File: src/hdl/afv_pkg.sv
// Shared types, codes and constants for the animation frame table validator.
package afv_pkg;

  // Default build configuration
  localparam int CELL_WIDTH      = 128;
  localparam int CELL_HEIGHT     = 128;
  localparam int BYTES_PER_PIXEL = 2;
  localparam int MAX_FRAMES      = 1024;
  localparam int NUM_STATES      = 9;

  localparam int MIN_STATE_FRAMES = 2;
  localparam int QUEUE_DEPTH      = 4;
  localparam int QUEUE_PTR_W      = $clog2(QUEUE_DEPTH);

  localparam int CMD_W    = 2;
  localparam int ERR_W    = 3;
  localparam int CFG_IDX_W = 3;
  localparam int CFG_DATA_W = 32;
  localparam int COUNT_W  = 11;
  localparam int STATES_W = 4;
  localparam int BOX_W    = 10;
  localparam int BYTES_W  = 22;

  localparam logic [BOX_W-1:0] BOX_EMPTY_LOW = '1;

  // Commands
  localparam logic [CMD_W-1:0] CMD_STATE  = 2'd0;
  localparam logic [CMD_W-1:0] CMD_FRAME  = 2'd1;
  localparam logic [CMD_W-1:0] CMD_FINISH = 2'd2;
  localparam logic [CMD_W-1:0] CMD_NONE   = 2'd3;

  // Status codes
  localparam logic [ERR_W-1:0] ERR_OK          = 3'd0;
  localparam logic [ERR_W-1:0] ERR_FRAME_COUNT = 3'd1;
  localparam logic [ERR_W-1:0] ERR_LAYOUT      = 3'd2;
  localparam logic [ERR_W-1:0] ERR_GEOMETRY    = 3'd3;
  localparam logic [ERR_W-1:0] ERR_RANGE       = 3'd4;
  localparam logic [ERR_W-1:0] ERR_ORDER       = 3'd5;
  localparam logic [ERR_W-1:0] ERR_STAGE       = 3'd6;
  localparam logic [ERR_W-1:0] ERR_NUM_STATES  = 3'd7;

  // Register indexes
  localparam logic [CFG_IDX_W-1:0] REG_DECLARED_FRAME_COUNT = 3'd0;
  localparam logic [CFG_IDX_W-1:0] REG_PIXEL_BLOB_SIZE      = 3'd1;
  localparam logic [CFG_IDX_W-1:0] REG_STAGE_LEFT           = 3'd2;
  localparam logic [CFG_IDX_W-1:0] REG_STAGE_TOP            = 3'd3;
  localparam logic [CFG_IDX_W-1:0] REG_STAGE_WIDTH          = 3'd4;
  localparam logic [CFG_IDX_W-1:0] REG_STAGE_HEIGHT         = 3'd5;

  typedef struct packed {
    logic [COUNT_W-1:0] declared_frame_count;
    logic [31:0]        pixel_blob_size;
    logic [15:0]        stage_left;
    logic [15:0]        stage_top;
    logic [15:0]        stage_width;
    logic [15:0]        stage_height;
  } cfg_t;

  // Classified item passed from front to back
  typedef struct packed {
    logic [CMD_W-1:0] cmd;
    logic [15:0]      first_frame;
    logic [15:0]      frame_total;
    logic             geom_bad;
    logic             range_bad;
    logic             misaligned;
    logic [31:0]      data_offset;
    logic [31:0]      data_end;
    logic [BOX_W-1:0] x_lo;
    logic [BOX_W-1:0] y_lo;
    logic [BOX_W-1:0] x_hi;
    logic [BOX_W-1:0] y_hi;
  } entry_t;

endpackage

File: src/hdl/afv_if.sv
// Channel interfaces: input items, result items and register writes.
interface afv_in_if;
  logic                    valid;
  logic                    ready;
  logic [1:0]              cmd;
  logic [15:0]             first_frame;
  logic [15:0]             frame_total;
  logic signed [15:0]      crop_x;
  logic signed [15:0]      crop_y;
  logic signed [15:0]      crop_w;
  logic signed [15:0]      crop_h;
  logic [15:0]             hold_time;
  logic [31:0]             data_offset;

  modport source (
    output valid, cmd, first_frame, frame_total, crop_x, crop_y, crop_w, crop_h,
           hold_time, data_offset,
    input  ready
  );
  modport sink (
    input  valid, cmd, first_frame, frame_total, crop_x, crop_y, crop_w, crop_h,
           hold_time, data_offset,
    output ready
  );
endinterface

interface afv_out_if;
  logic       valid;
  logic       ready;
  logic [2:0] status;
  logic       is_verdict;

  modport source (output valid, status, is_verdict, input ready);
  modport sink (input valid, status, is_verdict, output ready);
endinterface

interface afv_cfg_if;
  logic        valid;
  logic        ready;
  logic [2:0]  index;
  logic [31:0] data;

  modport source (output valid, index, data, input ready);
  modport sink (input valid, index, data, output ready);
endinterface

File: src/hdl/animation_frame_table_validator.sv
// Top level of the animation frame table validator.
// Channels: in_i takes state records, frame records and finish items; out_o
// returns one result per item (the sticky status, and is_verdict for finish);
// cfg_i writes the six setup registers by index and is always ready.
// An item transfer on in_i lands in a four-entry queue after the front end
// classifies the crop, hold time and blob range. The back end takes one entry
// per cycle while the result register is empty or being taken, applies the
// stream checks and loads the result register, from which out_o offers it.
// Throughput is one item per cycle while out_o takes results, set by the
// back end updating the stream state as it pops each entry.
// When out_o stalls, the result register holds, the queue fills and in_i
// drops ready once four items are waiting; nothing is lost.
// Reset clears the stream state, the sticky error, the queue and the
// setup registers. Each finish item returns the stream state to its reset
// values after its verdict; the setup registers keep their values.
module animation_frame_table_validator #(
  parameter int CELL_WIDTH      = afv_pkg::CELL_WIDTH,
  parameter int CELL_HEIGHT     = afv_pkg::CELL_HEIGHT,
  parameter int BYTES_PER_PIXEL = afv_pkg::BYTES_PER_PIXEL,
  parameter int MAX_FRAMES      = afv_pkg::MAX_FRAMES,
  parameter int NUM_STATES      = afv_pkg::NUM_STATES
) (
  input  logic       clk_i,
  input  logic       rst_ni,
  afv_in_if.sink     in_i,
  afv_out_if.source  out_o,
  afv_cfg_if.sink    cfg_i
);

  afv_pkg::cfg_t   cfg;
  afv_pkg::entry_t push_entry, pop_entry;
  logic            push, full, pop, queued;

  afv_cfg u_cfg (
    .clk_i  (clk_i),
    .rst_ni (rst_ni),
    .cfg_i  (cfg_i),
    .cfg_o  (cfg)
  );

  afv_front #(
    .CELL_WIDTH      (CELL_WIDTH),
    .CELL_HEIGHT     (CELL_HEIGHT),
    .BYTES_PER_PIXEL (BYTES_PER_PIXEL)
  ) u_front (
    .in_i    (in_i),
    .cfg_i   (cfg),
    .full_i  (full),
    .push_o  (push),
    .entry_o (push_entry)
  );

  afv_fifo u_fifo (
    .clk_i   (clk_i),
    .rst_ni  (rst_ni),
    .push_i  (push),
    .entry_i (push_entry),
    .full_o  (full),
    .pop_i   (pop),
    .valid_o (queued),
    .entry_o (pop_entry)
  );

  afv_back #(
    .MAX_FRAMES (MAX_FRAMES),
    .NUM_STATES (NUM_STATES)
  ) u_back (
    .clk_i   (clk_i),
    .rst_ni  (rst_ni),
    .cfg_i   (cfg),
    .valid_i (queued),
    .entry_i (pop_entry),
    .pop_o   (pop),
    .out_o   (out_o)
  );

endmodule

File: src/hdl/afv_cfg.sv
// Configuration register file.
module afv_cfg (
  input  logic              clk_i,
  input  logic              rst_ni,
  afv_cfg_if.sink           cfg_i,
  output afv_pkg::cfg_t     cfg_o
);

  afv_pkg::cfg_t regs_q, regs_d;

  assign cfg_i.ready = 1'b1;
  assign cfg_o = regs_q;

  always_comb begin
    regs_d = regs_q;
    if (cfg_i.valid) begin
      case (cfg_i.index)
        afv_pkg::REG_DECLARED_FRAME_COUNT:
          regs_d.declared_frame_count = cfg_i.data[afv_pkg::COUNT_W-1:0];
        afv_pkg::REG_PIXEL_BLOB_SIZE: regs_d.pixel_blob_size = cfg_i.data;
        afv_pkg::REG_STAGE_LEFT:      regs_d.stage_left = cfg_i.data[15:0];
        afv_pkg::REG_STAGE_TOP:       regs_d.stage_top = cfg_i.data[15:0];
        afv_pkg::REG_STAGE_WIDTH:     regs_d.stage_width = cfg_i.data[15:0];
        afv_pkg::REG_STAGE_HEIGHT:    regs_d.stage_height = cfg_i.data[15:0];
        default: ;
      endcase
    end
  end

  always_ff @(posedge clk_i or negedge rst_ni) begin
    if (!rst_ni) begin
      regs_q <= '0;
    end else begin
      regs_q <= regs_d;
    end
  end

endmodule

File: src/hdl/afv_front.sv
// Front end: accepts items and classifies the stateless frame checks.
module afv_front #(
  parameter int CELL_WIDTH      = afv_pkg::CELL_WIDTH,
  parameter int CELL_HEIGHT     = afv_pkg::CELL_HEIGHT,
  parameter int BYTES_PER_PIXEL = afv_pkg::BYTES_PER_PIXEL
) (
  afv_in_if.sink            in_i,
  input  afv_pkg::cfg_t     cfg_i,
  input  logic              full_i,
  output logic              push_o,
  output afv_pkg::entry_t   entry_o
);

  logic signed [16:0] x_hi, y_hi;
  logic               size_bad, pos_bad, edge_bad;
  logic [afv_pkg::BYTES_W-1:0] area, bytes;
  logic [31:0]        bytes32, room;

  assign in_i.ready = !full_i;
  assign push_o     = in_i.valid && !full_i;

  always_comb begin
    x_hi = $signed({in_i.crop_x[15], in_i.crop_x}) + $signed({in_i.crop_w[15], in_i.crop_w});
    y_hi = $signed({in_i.crop_y[15], in_i.crop_y}) + $signed({in_i.crop_h[15], in_i.crop_h});
    size_bad = in_i.crop_w[15] || (in_i.crop_w == '0) ||
               in_i.crop_h[15] || (in_i.crop_h == '0);
    pos_bad  = in_i.crop_x[15] || in_i.crop_y[15];
    edge_bad = (x_hi > $signed(17'(CELL_WIDTH))) || (y_hi > $signed(17'(CELL_HEIGHT)));

    // Only meaningful when geometry passes, so both sides fit in 10 bits
    area    = afv_pkg::BYTES_W'(in_i.crop_w[9:0]) * afv_pkg::BYTES_W'(in_i.crop_h[9:0]);
    bytes   = afv_pkg::BYTES_W'(area * afv_pkg::BYTES_W'(BYTES_PER_PIXEL));
    bytes32 = 32'(bytes);
    room    = cfg_i.pixel_blob_size - in_i.data_offset;

    entry_o.cmd         = in_i.cmd;
    entry_o.first_frame = in_i.first_frame;
    entry_o.frame_total = in_i.frame_total;
    entry_o.geom_bad    = size_bad || pos_bad || edge_bad || (in_i.hold_time == '0);
    entry_o.range_bad   = (in_i.data_offset > cfg_i.pixel_blob_size) || (bytes32 > room);
    entry_o.misaligned  = (in_i.data_offset[1:0] != 2'b00);
    entry_o.data_offset = in_i.data_offset;
    entry_o.data_end    = in_i.data_offset + bytes32;
    entry_o.x_lo        = in_i.crop_x[afv_pkg::BOX_W-1:0];
    entry_o.y_lo        = in_i.crop_y[afv_pkg::BOX_W-1:0];
    entry_o.x_hi        = x_hi[afv_pkg::BOX_W-1:0];
    entry_o.y_hi        = y_hi[afv_pkg::BOX_W-1:0];
  end

endmodule

File: src/hdl/afv_fifo.sv
// Short queue of classified items between front and back.
module afv_fifo (
  input  logic              clk_i,
  input  logic              rst_ni,
  input  logic              push_i,
  input  afv_pkg::entry_t   entry_i,
  output logic              full_o,
  input  logic              pop_i,
  output logic              valid_o,
  output afv_pkg::entry_t   entry_o
);

  localparam int PtrW = afv_pkg::QUEUE_PTR_W;

  afv_pkg::entry_t   mem_q [afv_pkg::QUEUE_DEPTH];
  logic [PtrW-1:0]   wr_ptr_q, wr_ptr_d, rd_ptr_q, rd_ptr_d;
  logic [PtrW:0]     count_q, count_d;

  assign full_o  = (count_q == (PtrW+1)'(afv_pkg::QUEUE_DEPTH));
  assign valid_o = (count_q != '0);
  assign entry_o = mem_q[rd_ptr_q];

  always_comb begin
    wr_ptr_d = wr_ptr_q;
    rd_ptr_d = rd_ptr_q;
    count_d  = count_q;
    if (push_i) begin
      wr_ptr_d = (wr_ptr_q == PtrW'(afv_pkg::QUEUE_DEPTH - 1)) ? '0 : wr_ptr_q + 1'b1;
    end
    if (pop_i) begin
      rd_ptr_d = (rd_ptr_q == PtrW'(afv_pkg::QUEUE_DEPTH - 1)) ? '0 : rd_ptr_q + 1'b1;
    end
    if (push_i && !pop_i) begin
      count_d = count_q + 1'b1;
    end else if (pop_i && !push_i) begin
      count_d = count_q - 1'b1;
    end
  end

  always_ff @(posedge clk_i or negedge rst_ni) begin
    if (!rst_ni) begin
      wr_ptr_q <= '0;
      rd_ptr_q <= '0;
      count_q  <= '0;
    end else begin
      wr_ptr_q <= wr_ptr_d;
      rd_ptr_q <= rd_ptr_d;
      count_q  <= count_d;
    end
  end

  always_ff @(posedge clk_i) begin
    if (push_i) begin
      mem_q[wr_ptr_q] <= entry_i;
    end
  end

endmodule

File: src/hdl/afv_back.sv
// Back end: stream state, sticky error and the result register.
module afv_back #(
  parameter int MAX_FRAMES = afv_pkg::MAX_FRAMES,
  parameter int NUM_STATES = afv_pkg::NUM_STATES
) (
  input  logic              clk_i,
  input  logic              rst_ni,
  input  afv_pkg::cfg_t     cfg_i,
  input  logic              valid_i,
  input  afv_pkg::entry_t   entry_i,
  output logic              pop_o,
  afv_out_if.source         out_o
);

  localparam int CntW = afv_pkg::COUNT_W;
  localparam int BoxW = afv_pkg::BOX_W;

  logic [CntW-1:0]              next_first_q, next_first_d;
  logic [15:0]                  frames_left_q, frames_left_d;
  logic [CntW-1:0]              frames_seen_q, frames_seen_d;
  logic [afv_pkg::STATES_W-1:0] states_seen_q, states_seen_d;
  logic [31:0]                  prev_end_q, prev_end_d;
  logic [BoxW-1:0]              box_left_q, box_left_d, box_top_q, box_top_d;
  logic [BoxW-1:0]              box_right_q, box_right_d, box_bottom_q, box_bottom_d;
  logic [afv_pkg::ERR_W-1:0]    sticky_q, sticky_d, err;
  logic                         out_valid_q, out_valid_d;
  logic [afv_pkg::ERR_W-1:0]    status_q;
  logic                         verdict_q;
  logic                         stage_bad;

  assign pop_o            = valid_i && (!out_valid_q || out_o.ready);
  assign out_o.valid      = out_valid_q;
  assign out_o.status     = status_q;
  assign out_o.is_verdict = verdict_q;

  always_comb begin
    next_first_d  = next_first_q;
    frames_left_d = frames_left_q;
    frames_seen_d = frames_seen_q;
    states_seen_d = states_seen_q;
    prev_end_d    = prev_end_q;
    box_left_d    = box_left_q;
    box_top_d     = box_top_q;
    box_right_d   = box_right_q;
    box_bottom_d  = box_bottom_q;
    sticky_d      = sticky_q;
    out_valid_d   = out_valid_q && !out_o.ready;
    err           = sticky_q;

    stage_bad = (box_right_q <= box_left_q) || (box_bottom_q <= box_top_q) ||
                (cfg_i.stage_left != 16'(box_left_q)) ||
                (cfg_i.stage_top != 16'(box_top_q)) ||
                (cfg_i.stage_width != 16'(box_right_q - box_left_q)) ||
                (cfg_i.stage_height != 16'(box_bottom_q - box_top_q));

    if (pop_o) begin
      out_valid_d = 1'b1;
      if (entry_i.cmd != afv_pkg::CMD_NONE && sticky_q == afv_pkg::ERR_OK) begin
        if (cfg_i.declared_frame_count == '0 ||
            cfg_i.declared_frame_count > CntW'(MAX_FRAMES)) begin
          err = afv_pkg::ERR_FRAME_COUNT;
        end else begin
          case (entry_i.cmd)
            afv_pkg::CMD_STATE: begin
              if (states_seen_q >= afv_pkg::STATES_W'(NUM_STATES)) begin
                err = afv_pkg::ERR_NUM_STATES;
              end else if (frames_left_q != '0 ||
                           entry_i.frame_total < 16'(afv_pkg::MIN_STATE_FRAMES) ||
                           entry_i.first_frame != 16'(next_first_q)) begin
                err = afv_pkg::ERR_LAYOUT;
              end else begin
                states_seen_d = states_seen_q + 1'b1;
                frames_left_d = entry_i.frame_total;
              end
            end
            afv_pkg::CMD_FRAME: begin
              if (frames_left_q == '0) begin
                err = afv_pkg::ERR_LAYOUT;
              end else if (frames_seen_q >= cfg_i.declared_frame_count) begin
                err = afv_pkg::ERR_FRAME_COUNT;
              end else if (entry_i.geom_bad) begin
                err = afv_pkg::ERR_GEOMETRY;
              end else if (entry_i.range_bad) begin
                err = afv_pkg::ERR_RANGE;
              end else if (entry_i.data_offset < prev_end_q || entry_i.misaligned) begin
                err = afv_pkg::ERR_ORDER;
              end else begin
                prev_end_d = entry_i.data_end;
                if (entry_i.x_lo < box_left_q)   box_left_d   = entry_i.x_lo;
                if (entry_i.y_lo < box_top_q)    box_top_d    = entry_i.y_lo;
                if (entry_i.x_hi > box_right_q)  box_right_d  = entry_i.x_hi;
                if (entry_i.y_hi > box_bottom_q) box_bottom_d = entry_i.y_hi;
                frames_left_d = frames_left_q - 1'b1;
                frames_seen_d = frames_seen_q + 1'b1;
                next_first_d  = next_first_q + 1'b1;
              end
            end
            afv_pkg::CMD_FINISH: begin
              if (states_seen_q != afv_pkg::STATES_W'(NUM_STATES)) begin
                err = afv_pkg::ERR_NUM_STATES;
              end else if (frames_left_q != '0) begin
                err = afv_pkg::ERR_LAYOUT;
              end else if (frames_seen_q != cfg_i.declared_frame_count) begin
                err = afv_pkg::ERR_FRAME_COUNT;
              end else if (stage_bad) begin
                err = afv_pkg::ERR_STAGE;
              end
            end
            default: ;
          endcase
        end
      end
      sticky_d = err;
      if (entry_i.cmd == afv_pkg::CMD_FINISH) begin
        next_first_d  = '0;
        frames_left_d = '0;
        frames_seen_d = '0;
        states_seen_d = '0;
        prev_end_d    = '0;
        box_left_d    = afv_pkg::BOX_EMPTY_LOW;
        box_top_d     = afv_pkg::BOX_EMPTY_LOW;
        box_right_d   = '0;
        box_bottom_d  = '0;
        sticky_d      = afv_pkg::ERR_OK;
      end
    end
  end

  always_ff @(posedge clk_i or negedge rst_ni) begin
    if (!rst_ni) begin
      next_first_q  <= '0;
      frames_left_q <= '0;
      frames_seen_q <= '0;
      states_seen_q <= '0;
      prev_end_q    <= '0;
      box_left_q    <= afv_pkg::BOX_EMPTY_LOW;
      box_top_q     <= afv_pkg::BOX_EMPTY_LOW;
      box_right_q   <= '0;
      box_bottom_q  <= '0;
      sticky_q      <= afv_pkg::ERR_OK;
      out_valid_q   <= 1'b0;
    end else begin
      next_first_q  <= next_first_d;
      frames_left_q <= frames_left_d;
      frames_seen_q <= frames_seen_d;
      states_seen_q <= states_seen_d;
      prev_end_q    <= prev_end_d;
      box_left_q    <= box_left_d;
      box_top_q     <= box_top_d;
      box_right_q   <= box_right_d;
      box_bottom_q  <= box_bottom_d;
      sticky_q      <= sticky_d;
      out_valid_q   <= out_valid_d;
    end
  end

  always_ff @(posedge clk_i) begin
    if (pop_o) begin
      status_q  <= err;
      verdict_q <= (entry_i.cmd == afv_pkg::CMD_FINISH);
    end
  end

endmodule

File: src/flat_wrapper.sv
// flat-port wrapper written by rule: the top's interface ports become plain ports
module animation_frame_table_validator_flat 
#(
  parameter int CELL_WIDTH      = afv_pkg::CELL_WIDTH,
  parameter int CELL_HEIGHT     = afv_pkg::CELL_HEIGHT,
  parameter int BYTES_PER_PIXEL = afv_pkg::BYTES_PER_PIXEL,
  parameter int MAX_FRAMES      = afv_pkg::MAX_FRAMES,
  parameter int NUM_STATES      = afv_pkg::NUM_STATES
)
  (clk_i, rst_ni, in_i_valid, in_i_cmd, in_i_first_frame, in_i_frame_total, in_i_crop_x, in_i_crop_y, in_i_crop_w, in_i_crop_h, in_i_hold_time, in_i_data_offset, in_i_ready, out_o_valid, out_o_status, out_o_is_verdict, out_o_ready, cfg_i_valid, cfg_i_index, cfg_i_data, cfg_i_ready);
  afv_in_if in_i_i ();
  afv_out_if out_o_i ();
  afv_cfg_if cfg_i_i ();
  input  logic clk_i;
  input  logic rst_ni;
  input wire logic [$bits(in_i_i.valid)-1:0] in_i_valid;
  input wire logic [$bits(in_i_i.cmd)-1:0] in_i_cmd;
  input wire logic [$bits(in_i_i.first_frame)-1:0] in_i_first_frame;
  input wire logic [$bits(in_i_i.frame_total)-1:0] in_i_frame_total;
  input wire logic [$bits(in_i_i.crop_x)-1:0] in_i_crop_x;
  input wire logic [$bits(in_i_i.crop_y)-1:0] in_i_crop_y;
  input wire logic [$bits(in_i_i.crop_w)-1:0] in_i_crop_w;
  input wire logic [$bits(in_i_i.crop_h)-1:0] in_i_crop_h;
  input wire logic [$bits(in_i_i.hold_time)-1:0] in_i_hold_time;
  input wire logic [$bits(in_i_i.data_offset)-1:0] in_i_data_offset;
  output wire logic [$bits(in_i_i.ready)-1:0] in_i_ready;
  output wire logic [$bits(out_o_i.valid)-1:0] out_o_valid;
  output wire logic [$bits(out_o_i.status)-1:0] out_o_status;
  output wire logic [$bits(out_o_i.is_verdict)-1:0] out_o_is_verdict;
  input wire logic [$bits(out_o_i.ready)-1:0] out_o_ready;
  input wire logic [$bits(cfg_i_i.valid)-1:0] cfg_i_valid;
  input wire logic [$bits(cfg_i_i.index)-1:0] cfg_i_index;
  input wire logic [$bits(cfg_i_i.data)-1:0] cfg_i_data;
  output wire logic [$bits(cfg_i_i.ready)-1:0] cfg_i_ready;
  assign in_i_i.valid = in_i_valid;
  assign in_i_i.cmd = in_i_cmd;
  assign in_i_i.first_frame = in_i_first_frame;
  assign in_i_i.frame_total = in_i_frame_total;
  assign in_i_i.crop_x = in_i_crop_x;
  assign in_i_i.crop_y = in_i_crop_y;
  assign in_i_i.crop_w = in_i_crop_w;
  assign in_i_i.crop_h = in_i_crop_h;
  assign in_i_i.hold_time = in_i_hold_time;
  assign in_i_i.data_offset = in_i_data_offset;
  assign in_i_ready = in_i_i.ready;
  assign out_o_valid = out_o_i.valid;
  assign out_o_status = out_o_i.status;
  assign out_o_is_verdict = out_o_i.is_verdict;
  assign out_o_i.ready = out_o_ready;
  assign cfg_i_i.valid = cfg_i_valid;
  assign cfg_i_i.index = cfg_i_index;
  assign cfg_i_i.data = cfg_i_data;
  assign cfg_i_ready = cfg_i_i.ready;
  animation_frame_table_validator #(.CELL_WIDTH(CELL_WIDTH), .CELL_HEIGHT(CELL_HEIGHT), .BYTES_PER_PIXEL(BYTES_PER_PIXEL), .MAX_FRAMES(MAX_FRAMES), .NUM_STATES(NUM_STATES)) u_core (.clk_i(clk_i), .rst_ni(rst_ni), .in_i(in_i_i), .out_o(out_o_i), .cfg_i(cfg_i_i));
endmodule
File: config.mk
export PLATFORM = sky130hd
export DESIGN_NAME = animation_frame_table_validator_flat
export DESIGN_NICKNAME = d
export VERILOG_FILES = /design/src/hdl/afv_pkg.sv /design/src/hdl/afv_if.sv /design/src/hdl/animation_frame_table_validator.sv /design/src/hdl/afv_cfg.sv /design/src/hdl/afv_front.sv /design/src/hdl/afv_fifo.sv /design/src/hdl/afv_back.sv /design/src/flat_wrapper.sv
export SDC_FILE = /design/constraint.sdc
export NUM_CORES = 1
export LEC_CHECK = 0
export BUFFER_PORTS_ARGS = -buffer_cell sky130_fd_sc_hd__buf_2
export CAP_MARGIN = 20
export CORE_MARGIN = 2
export CORE_UTILIZATION = 52
export CTS_BUF_LIST = sky130_fd_sc_hd__clkbuf_8
export CTS_CLUSTER_SIZE = 12
export DETAILED_ROUTE_END_ITERATION = 10
export PLACE_DENSITY = 0.74
export REMOVE_ABC_BUFFERS = 1
export SYNTH_ARGS = -nofsm -noshare
export SYNTH_HDL_FRONTEND = slang
export SYNTH_HIERARCHICAL = 1
export SYNTH_SLANG_ARGS = --single-unit
File: constraint.sdc
create_clock -name clk_i -period 12.1 [get_ports clk_i]
set_clock_uncertainty 0.2 [all_clocks]
set_input_delay 2.42 -clock clk_i [delete_from_list [all_inputs] [get_ports clk_i]]
set_output_delay 2.42 -clock clk_i [all_outputs]
set_load 0.05 [all_outputs]
* Word-level counts from Yosys, hierarchy flattened
Memories as Yosys holds them, arrays and structs flattened.
Index checks and enable logic that the tools add are counted.
** Word-level totals
- Register bits :: 236
- Memory bits (writable) :: 564
- Input bits :: 186
- Output and inout bits :: 7
- Word-level logic and storage cells :: 255
- Memories kept :: 1
** Operators by class
- Add/sub/neg operators :: 14
- Multipliers :: 1
- Order comparisons :: 15
- Equal/unequal tests :: 33
- Multiplexer cells :: 106
- Reductions and logical operators :: 63
** Memory list
- u_core.u_fifo.mem_q :: words 4, bits a word 141, rd ports 1, clocked after Yosys merged registers in 0, wr ports 1, RTL line afv_fifo.sv:15 : afv_pkg::entry_t mem_q [afv_pkg::QUEUE_DEPTH];
** Operator list (number)
- two-way mux 10 bit :: 40
- two-way mux 32 bit :: 9
- two-way mux 11 bit :: 18
- two-way mux 16 bit :: 10
- zero test 16 bit :: 4
- two-way mux 3 bit :: 16
- AND reduction 10 bit :: 4
- adder 16 x 16 -> 17 bit :: 2
- greater-than comparator 17 x 9 -> 1 bit (second input constant) :: 2
- adder 32 x 21 -> 32 bit :: 1
- greater-than comparator 21 x 32 -> 1 bit :: 1
- greater-than comparator 32 bit :: 1
- < comparator 32 bit :: 1
- inequality test 16 x 10 -> 1 bit :: 2
- inequality test 16 bit :: 2
- one-hot mux 16 bit (2 select lines) :: 1
- subtractor 32 bit :: 1
- two-way mux 4 bit :: 6
- adder 11 x 1 -> 11 bit (second input constant) :: 2
- subtractor 10 x 10 -> 11 bit :: 2
- inequality test 3 bit (second input constant) :: 7
- greater-than comparator 10 bit :: 2
- less-or-equal comparator 10 bit :: 2
- < comparator 10 bit :: 2
- other kinds (36) :: 94

* Logic depth before layout (Yosys ltp)
Gate-level depths: netlist of run 1.
- Depth in word-level cells :: 14
- Depth in mapped cells :: 29
- Mapped depth without buffers :: 28

* Modules after synthesis
Netlist of run 1, hierarchy kept.
** Modules (own cells, without submodules)
- afv_fifo :: instances 1, cells an instance 774, area each 20737.4 um^2, sequential area each 17111.4 um^2
- afv_back :: instances 1, cells an instance 1112, area each 9606.7 um^2, sequential area each 3098.0 um^2
- afv_front :: instances 1, cells an instance 1141, area each 8798.4 um^2, sequential area each 0.0 um^2
- afv_cfg :: instances 1, cells an instance 233, area each 4289.1 um^2, sequential area each 2677.6 um^2

* Worst setup path after synthesis of run 1
Ideal clock, no wire load.
- Path type :: input to register
- Start :: input in_i_crop_h[3]
- End :: memory u_core/u_fifo/mem_q[0][62] (netlist name) (data pin)
- Setup time :: 0.272 ns
- Arrival :: 8.764 ns
- Required time :: 11.628 ns
- Setup slack :: 2.864 ns
- Stages on the path :: 28
- Path buffers :: 1
- Cell sequence :: clkbuf_1 nand2_1 fa_1 inv_1 fa_1 inv_1 fa_1 inv_1 fa_1 inv_1 fa_1 inv_1 ha_1 a2111oi_0 nor2_1 and2_1 o21ai_0 a21oi_1 ha_1 and3_1 a221o_1 a21oi_1 o21ai_1 a41oi_1 nor4b_1 o41ai_2 nand2_1 xnor2_1
** RTL lines
- start, declared :: RTL line flat_wrapper.sv:23 : input wire logic [$bits(in_i_i.crop_h)-1:0] in_i_crop_h;
- end, declared :: RTL line afv_fifo.sv:15

==> results.json, run 1 <==
{
  "dp.cells": 4350,
  "rows": 105,
  "netlist_top_cells_area": "sky130_fd_sc_hd__edfxtp_1, sky130_fd_sc_hd__dfrtp_1, sky130_fd_sc_hd__ha_1",
  "timing.fmax_mhz": 106,
  "cts-buffers-inserted": 131,
  "seq_power_share_pct": 35.3,
  "worst_setup_path_end_kind": "register",
  "synth.distinct_cells": 115,
  "antenna_found_initial": 12,
  "postCtsHoldBufs": 0,
  "capture_endpoint_of_the_worst_hold_path": "u_core/u_back/prev_end_q[7]$_DFFE_PN0P_",
  "floorplan.die_area_sq_mm": 0.0858,
  "synth_top_area_cell": "sky130_fd_sc_hd__edfxtp_1",
  "fin_setup_tns_ps": 0,
  "min_from": "u_core/u_back/prev_end_q[7]$_DFFE_PN0P_",
  "run_status": "completed",
  "cts_max_path_buffers": 3,
  "detailroute.via_count": 26771,
  "routed_wire_per_std_cell_um": 21.1,
  "detailedRoute.firstIterationViolations": 1952,
  "min_delay_path_class": "reg2reg",
  "clock_power_share_pct": 18.5,
  "final_cell_area_sq_mm": 0.0474,
  "synthesis.area_sq_mm": 0.0434,
  "finish.net_count": 3944,
  "clock_input_transition_at_the_sequential_cells_of_the_worst_setup_and_hold_paths_ps": 60,
  "post_layout_util_pct": 57.5,
  "route.detailed.drc": 0,
  "power.internal_uw": 7630,
  "die_w_um": 293,
  "grt_start_max_net_pins": 106,
  "synth.ff_latch_count": 800,
  "chipHeight_um": 293,
  "max_fo_critical_path": 12,
  "yosys.area.top_type_share_pct": 39.3,
  "total_switching_power_uw": 4770,
  "timing_worst_slew_pin_value_ps": 1070,
  "ant_nets": 0,
  "globalRouteOverflowTotal": 0,
  "worst-r2r-cell-count": 12,
  "yosysWarningCount": 6,
  "timing.hold.ws_ps": 275,
  "switching_share_pct": 38.5,
  "worst_r2r_endpoint": "u_core/u_back/frames_seen_q[2]$_DFFE_PN0P_",
  "worst_skew_pair.late_latency_ps": 780,
  "routed_wirelength_um": 97200,
  "gp_routability_congestion": 0.898,
  "syn_to_final_growth_pct": 9.03,
  "cap_violations": 0,
  "avgSynthCellArea_sq_um": 13.3,
  "worstReg2RegStart": "u_core/u_fifo/rd_ptr_q[0]$_DFFE_PN0P_",
  "synth_most_common_cell": "sky130_fd_sc_hd__edfxtp_1",
  "detailedPlacementHpwl_um": 66900,
  "powerDensity_mw_per_mm2": 262,
  "place.port_buffers": 191,
  "wire_length_of_the_first_global_routing_pass_um": 152000,
  "setup-violations-final": 0,
  "synth-edff-count": 568,
  "grt_pass1_vias": 26973,
  "level_count_of_the_clock_h_tree": 4,
  "hold_viol": 0,
  "avgViaCountPerCell": 5.82,
  "maxSlewHeadroom_pct": 29.0,
  "ir_worst_vdd_mv": 0.268,
  "cellLeakagePower_uw": 0.0190,
  "drtPass1Iterations": 5,
  "worst-endpoint-required_ps": 12450,
  "sort_of_element_at_the_start_of_the_critical_path": "input port",
  "timing_worst_setup_path_type": "in2reg",
  "finalCritPeriodShare_pct": 77.9,
  "floorplan.initialDensity_pct": 52.7,
  "post-cts-setup-buffer-count": 0,
  "synthArstFlopShare_pct": 29.0,
  "final_layout_size_suffix_gt1_share_pct": 20.5,
  "logic_gate_share_of_total_power_pct": 46.2,
  "core_region_area_sq_mm": 0.0824,
  "rsz0062_at_grt": "false",
  "tritoncts": "built",
  "critPathArrivalTime_ps": 9780,
  "buffer_type_at_the_clock_tree_root": "sky130_fd_sc_hd__clkbuf_8",
  "final_max_slew_viol_count": 0,
  "clkSinkCount": 800,
  "grt_util_all_layers_pct": 22.9,
  "synth-seq-area-share_pct": 52.7,
  "placedInstanceArea_sq_mm": 0.0447,
  "pin_count": 193,
  "reg2reg_setup_slack_ps": 5970,
  "synth_top_flop_cell": "sky130_fd_sc_hd__edfxtp_1",
  "final_std_cells_w_o_fill": 4602,
  "min_period_ps": 9430,
  "yosys-top-cells-count": "sky130_fd_sc_hd__edfxtp_1, sky130_fd_sc_hd__ha_1, sky130_fd_sc_hd__inv_1",
  "hold_depth": 2,
  "syn_inst": 3260,
  "cts_repair_resize_count": 0
}
-- flip-flops by register name, indices dropped and copies added (netlist names) --
register and cells:
u_core/u_back/states_seen_q 4, u_core/u_cfg/cfg_o 107, u_core/u_back/box_top_q 10, u_core/u_back/out_o.status 3, u_core/u_fifo/wr_ptr_q 2, u_core/u_back/out_o.is_verdict 1, u_core/u_back/sticky_q 3, u_core/u_fifo/rd_ptr_q 2
u_core/u_back/box_left_q 10, u_core/u_back/frames_seen_q 11, u_core/u_back/box_right_q 10, u_core/u_back/out_o.valid 1, u_core/u_back/box_bottom_q 10, u_core/u_back/next_first_q 11, u_core/u_fifo/count_q 3, u_core/u_fifo/mem_q 564
u_core/u_back/frames_left_q 16, u_core/u_back/prev_end_q 32
-- power groups by stage --
stage	logic, uW	clock network (uW)	registers (uW)
floorplan	4210	0	4500
global placement	5560	0	4410
detailed placement	5660	0	4430
CTS	5710	2360	4380
global route	6320	2480	4450
finish	5720	2300	4380
-- critical path, cell delays in order --
cell	delay, ps
sky130_fd_sc_hd__buf_2	280
sky130_fd_sc_hd__nand2_1	130
sky130_fd_sc_hd__fa_1	550
sky130_fd_sc_hd__inv_1	50
sky130_fd_sc_hd__fa_1	510
sky130_fd_sc_hd__inv_1	60
sky130_fd_sc_hd__fa_1	470
sky130_fd_sc_hd__inv_1	50
sky130_fd_sc_hd__fa_1	520
sky130_fd_sc_hd__inv_1	50
sky130_fd_sc_hd__fa_1	530
sky130_fd_sc_hd__inv_1	40
sky130_fd_sc_hd__ha_1	220
sky130_fd_sc_hd__a2111oi_0	540
sky130_fd_sc_hd__nor2_1	130
sky130_fd_sc_hd__and2_1	190
sky130_fd_sc_hd__o21ai_0	150
sky130_fd_sc_hd__a21oi_1	140
sky130_fd_sc_hd__ha_1	380
sky130_fd_sc_hd__and3_1	200
sky130_fd_sc_hd__a221o_1	150
sky130_fd_sc_hd__a21oi_1	90
sky130_fd_sc_hd__o21ai_1	190
sky130_fd_sc_hd__a41oi_1	230
sky130_fd_sc_hd__nor4b_1	220
sky130_fd_sc_hd__o41ai_2	790
sky130_fd_sc_hd__nand2_1	150
sky130_fd_sc_hd__xnor2_1	320
-- per-layer routing --
layer,vias to the layer above,track usage [%],share of wire [%]
met4,10,7.22,2.4
met1,13354,32.5,45
li1,12438,-,-
met5,-,0,0.059
met2,811,36.2,46
met3,158,4.17,6.2
-- kinds of logic after synthesis --
group	count (synthesis)	share of synthesized area, %
buffers and inverters	441	5.05
multiplexers	264	10.9
other	1	0.00863
AND/OR/NAND/NOR	718	8.71
AO/OA/AOI/OAI	549	8.58
flip-flops	800	52.7
XOR/XNOR	143	2.95
adder cells (fa/ha/maj)	344	11.1
-- cell usage in the layout, fill, tap and decap left out, types with 104 or more instances in the layout --
master | synthesis | routed
sky130_fd_sc_hd__ha_1 | 275 | 275
sky130_fd_sc_hd__clkbuf_8 | 0 | 144
sky130_fd_sc_hd__buf_2 | 24 | 190
sky130_fd_sc_hd__inv_1 | 249 | 295
sky130_fd_sc_hd__dfrtp_1 | 212 | 210
sky130_fd_sc_hd__edfxtp_1 | 568 | 568
sky130_fd_sc_hd__nand2_1 | 210 | 210
sky130_fd_sc_hd__mux4_2 | 141 | 141
sky130_fd_sc_hd__o21ai_0 | 104 | 104
sky130_fd_sc_hd__a21oi_1 | 131 | 131
-- worst max-delay path by stage --
stage / start / to / slack [ps]
finish: in_i_crop_w[5] / u_core/u_fifo/mem_q[0][64]$_DFFE_PP_ / 2670
global route: in_i_crop_w[5] / u_core/u_fifo/mem_q[1][64]$_DFFE_PP_ / 2360
CTS: in_i_crop_w[5] / u_core/u_fifo/mem_q[0][64]$_DFFE_PP_ / 2860
detailed placement: in_i_crop_w[5] / u_core/u_fifo/mem_q[1][64]$_DFFE_PP_ / 2060
global placement: in_i_crop_w[5] / u_core/u_fifo/mem_q[1][70]$_DFFE_PP_ / 2140
floorplan: u_core/u_fifo/rd_ptr_q[0]$_DFFE_PN0P_ / u_core/u_back/box_left_q[0]$_DFFE_PN1P_ / 2130
-- per-stage QoR --
| stage | power, uW | worst slack, ps |
|---|---|---|
| 5_1_grt | 13300 | 2360 |
| 3_5_place_dp | 10100 | 2060 |
| 6_report | 12400 | 2670 |
| 3_3_place_gp | 9970 | 2140 |
| 4_1_cts | 12400 | 2860 |
| 2_1_floorplan | 8710 | 2130 |
-- cell type report --
type                    instances  area [sq um]
fillers                      6469         35000
flip-flops and latches        800         22900
multi-input cells            2019         18400
clock buffers                 144          1980
well taps                    1070          1340
repair buffers                211          1170
inverters                     251           955
clock inverters                97           608
diodes                         10          25.0
Note: power is estimated with default switching activity, not from simulation.
==> inputs of run 2 (changes only) <==
--- a/config.mk
+++ b/config.mk
@@ -12,7 +12,7 @@
 export CTS_BUF_LIST = sky130_fd_sc_hd__clkbuf_8
 export CTS_CLUSTER_SIZE = 12
 export DETAILED_ROUTE_END_ITERATION = 10
-export PLACE_DENSITY = 0.74
+export PLACE_DENSITY = 0.77
 export REMOVE_ABC_BUFFERS = 1
 export SYNTH_ARGS = -nofsm -noshare
 export SYNTH_HDL_FRONTEND = slang
==> constraint.sdc (replaced) <==
create_clock -name clk_i -period 7.54 [get_ports clk_i]
set_clock_uncertainty 0.2 [all_clocks]
set_input_delay 1.508 -clock clk_i [delete_from_list [all_inputs] [get_ports clk_i]]
set_output_delay 1.508 -clock clk_i [all_outputs]
set_load 0.05 [all_outputs]
==> run 2 against run 1 <==
Effect of this change:
- highest routed layer unchanged
- via count grew 2.3%
- sequential cell count did not move
- final cell count up 2.7%
- non-clock buffer count is 132 higher
- critical path depth increased by 2
==> results.json, run 2 (synthesized netlist as in run 1, its figures left out) <==
{
  "run_status": "completed",
  "clock_power_share_pct": 17.4,
  "routed_wire_per_std_cell_um": 21.3,
  "timing.fmax_mhz": 136,
  "final_layout_size_suffix_gt1_share_pct": 24.6,
  "registers.top_by_ff_count": "u_core/u_fifo/mem_q",
  "post_layout_util_pct": 59.2,
  "capture_endpoint_of_the_worst_hold_path": "u_core/u_fifo/count_q[2]$_DFFE_PN0P_",
  "final_cell_area_sq_mm": 0.0488,
  "clock_input_transition_at_the_sequential_cells_of_the_worst_setup_and_hold_paths_ps": 60,
  "worstReg2RegStart": "u_core/u_fifo/rd_ptr_q[0]$_DFFE_PN0P_",
  "finalCritPeriodShare_pct": 97.4,
  "place.port_buffers": 191,
  "grt_start_max_net_pins": 142,
  "critPathMostFrequentCell": "sky130_fd_sc_hd__fa_1",
  "power_uw": 21300,
  "met2RoutedLength_um": 48300,
  "cap_violations": 0,
  "timing_worst_slew_pin_value_ps": 1060,
  "drtPass1Iterations": 7,
  "detailroute.via_count": 27386,
  "syn_to_final_growth_pct": 12.3,
  "avgViaCountPerCell": 5.79,
  "seq_power_share_pct": 32.9,
  "layout.cells.most_common": "sky130_fd_sc_hd__edfxtp_1",
  "detailedRoute.firstIterationViolations": 2141,
  "ant_nets": 0,
  "worst-endpoint-required_ps": 7840,
  "floorplan.initialDensity_pct": 52.7,
  "cts_max_path_buffers": 3,
  "buffer_type_at_the_clock_tree_root": "sky130_fd_sc_hd__clkbuf_8",
  "worst_path_dominant_cell_family": "adder cells",
  "final_cell_mix": "sky130_fd_sc_hd__edfxtp_1, sky130_fd_sc_hd__inv_1, sky130_fd_sc_hd__ha_1, sky130_fd_sc_hd__dfrtp_1, sky130_fd_sc_hd__nand2_1",
  "globalRouteOverflowTotal": 0,
  "fillCellCount": 6337,
  "largest_register_ffs": 564,
  "placedInstanceArea_sq_mm": 0.0456,
  "die_w_um": 293,
  "max_stage_delay_ps": 540,
  "number_of_buffers_and_inverters_on_the_critical_path": 7,
  "rows": 105,
  "routed-wl-met3_um": 6410,
  "detailedPlacementHpwl_um": 70300,
  "switching_share_pct": 38.1,
  "clkSinkCount": 800,
  "core_region_area_sq_mm": 0.0824,
  "post-place-ws_ps": -1230,
  "hold_viol": 0,
  "floorplan.die_area_sq_mm": 0.0858,
  "reg2reg_setup_slack_ps": 2120,
  "worst_r2r_endpoint": "u_core/u_back/frames_seen_q[2]$_DFFE_PN0P_",
  "level_count_of_the_clock_h_tree": 4,
  "grt_util_all_layers_pct": 23.5,
  "grt_pass1_vias": 27349,
  "post_route_m1_wl_um": 43500,
  "min_delay_path_class": "reg2reg",
  "timing_worst_setup_path_type": "in2reg",
  "cts-buffers-inserted": 130,
  "highest_layer": "met5",
  "wire_length_of_the_first_global_routing_pass_um": 155000,
  "total_switching_power_uw": 8120,
  "setup-violations-final": 0,
  "routed_wirelength_um": 101000,
  "min_from": "u_core/u_fifo/count_q[2]$_DFFE_PN0P_",
  "final_max_slew_viol_count": 0,
  "min_period_ps": 7350,
  "critPathArrivalTime_ps": 7650,
  "route.detailed.drc": 0,
  "finish.net_count": 4075,
  "hold_depth": 1,
  "logic_gate_share_of_total_power_pct": 49.7,
  "worst_setup_path_end_kind": "register",
  "worst-r2r-cell-count": 12,
  "cellLeakagePower_uw": 0.0198,
  "pin_count": 193,
  "max_fo_critical_path": 11,
  "power.internal_uw": 13200,
  "sort_of_element_at_the_start_of_the_critical_path": "input port",
  "worst_path_max_delay_cell": "sky130_fd_sc_hd__fa_1",
  "chipHeight_um": 293,
  "worst_skew_pair.late_latency_ps": 800,
  "layout_setup_ws_ps": 193,
  "ir_worst_vdd_mv": 0.520,
  "tritoncts": "built",
  "gp_routability_congestion": 0.909,
  "maxSlewHeadroom_pct": 29.0,
  "powerDensity_mw_per_mm2": 437,
  "antenna_found_initial": 11
}
## run 2: changes by cell type in the layout (fill, tap and decap cells not counted), sizes merged
cell	previous run	this run
buf	211	341
clkbuf	144	142
inv	305	303
bufinv	5	6
clkinvlp	4	3
## run 2: how the worst max path moves through the flow
stage / end / depth (start not counted) / from / slack, ps
2_1_floorplan: u_core/u_back/box_left_q[0]$_DFFE_PN1P_ / 8 / u_core/u_fifo/rd_ptr_q[0]$_DFFE_PN0P_ / -2430
3_3_place_gp: u_core/u_fifo/mem_q[0][66]$_DFFE_PP_ / 29 / in_i_crop_w[1] / -1130
3_5_place_dp: u_core/u_fifo/mem_q[0][64]$_DFFE_PP_ / 29 / in_i_crop_w[1] / -1230
4_1_cts: u_core/u_fifo/mem_q[1][65]$_DFFE_PP_ / 32 / in_i_crop_w[5] / 0.7
5_1_grt: u_core/u_fifo/mem_q[1][65]$_DFFE_PP_ / 33 / in_i_crop_w[2] / -50
6_report: u_core/u_fifo/mem_q[0][65]$_DFFE_PP_ / 30 / in_i_crop_w[1] / 190
## run 2: area by class of cell
| class | count | area [sq um] | share of cell area (%) |
|---|---|---|---|
| diodes | 10 | 25.0 | 0.0513 |
| inverters | 251 | 955 | 1.96 |
| clock inverters | 95 | 673 | 1.38 |
| repair buffers | 343 | 2240 | 4.59 |
| multi-input cells | 2019 | 18700 | 38.4 |
| clock buffers | 140 | 1930 | 3.95 |
| well taps | 1070 | 1340 | 2.74 |
| flip-flops and latches | 800 | 22900 | 46.9 |
## run 2: repair_timing
| action | in CTS | in global routing |
|---|---|---|
| pin swaps | 3 | 30 |
| buffers inserted | 1 | 14 |
| hold buffers | 0 | 0 |
| resized for setup | 12 | 60 |
| setup endpoints to repair | 52 | 68 |
## run 2: routing by layer
metal,up-vias,GRT usage (%)
met4,10,7.24
met5,-,0
met3,164,4.51
li1,12674,-
met1,13657,32.1
met2,881,38.3
## run 2: stage by stage
stage	setup TNS, ps	instances	hold WS, ps
after floorplan	-242070	3070	249
final	0	4728	279
after global placement	-63400	4467	261
after global routing	-1180	4722	297
after CTS	0	4703	278
after detailed placement	-68800	4467	266
## run 2: power by group through the flow
stage	logic (uW)	registers (uW)	clock network, uW
3_5_place_dp	9990	7110	0
4_1_cts	10200	7030	3790
2_1_floorplan	6750	7220	0
6_report	10600	7020	3710
5_1_grt	11600	7130	3960
3_3_place_gp	9770	7050	0
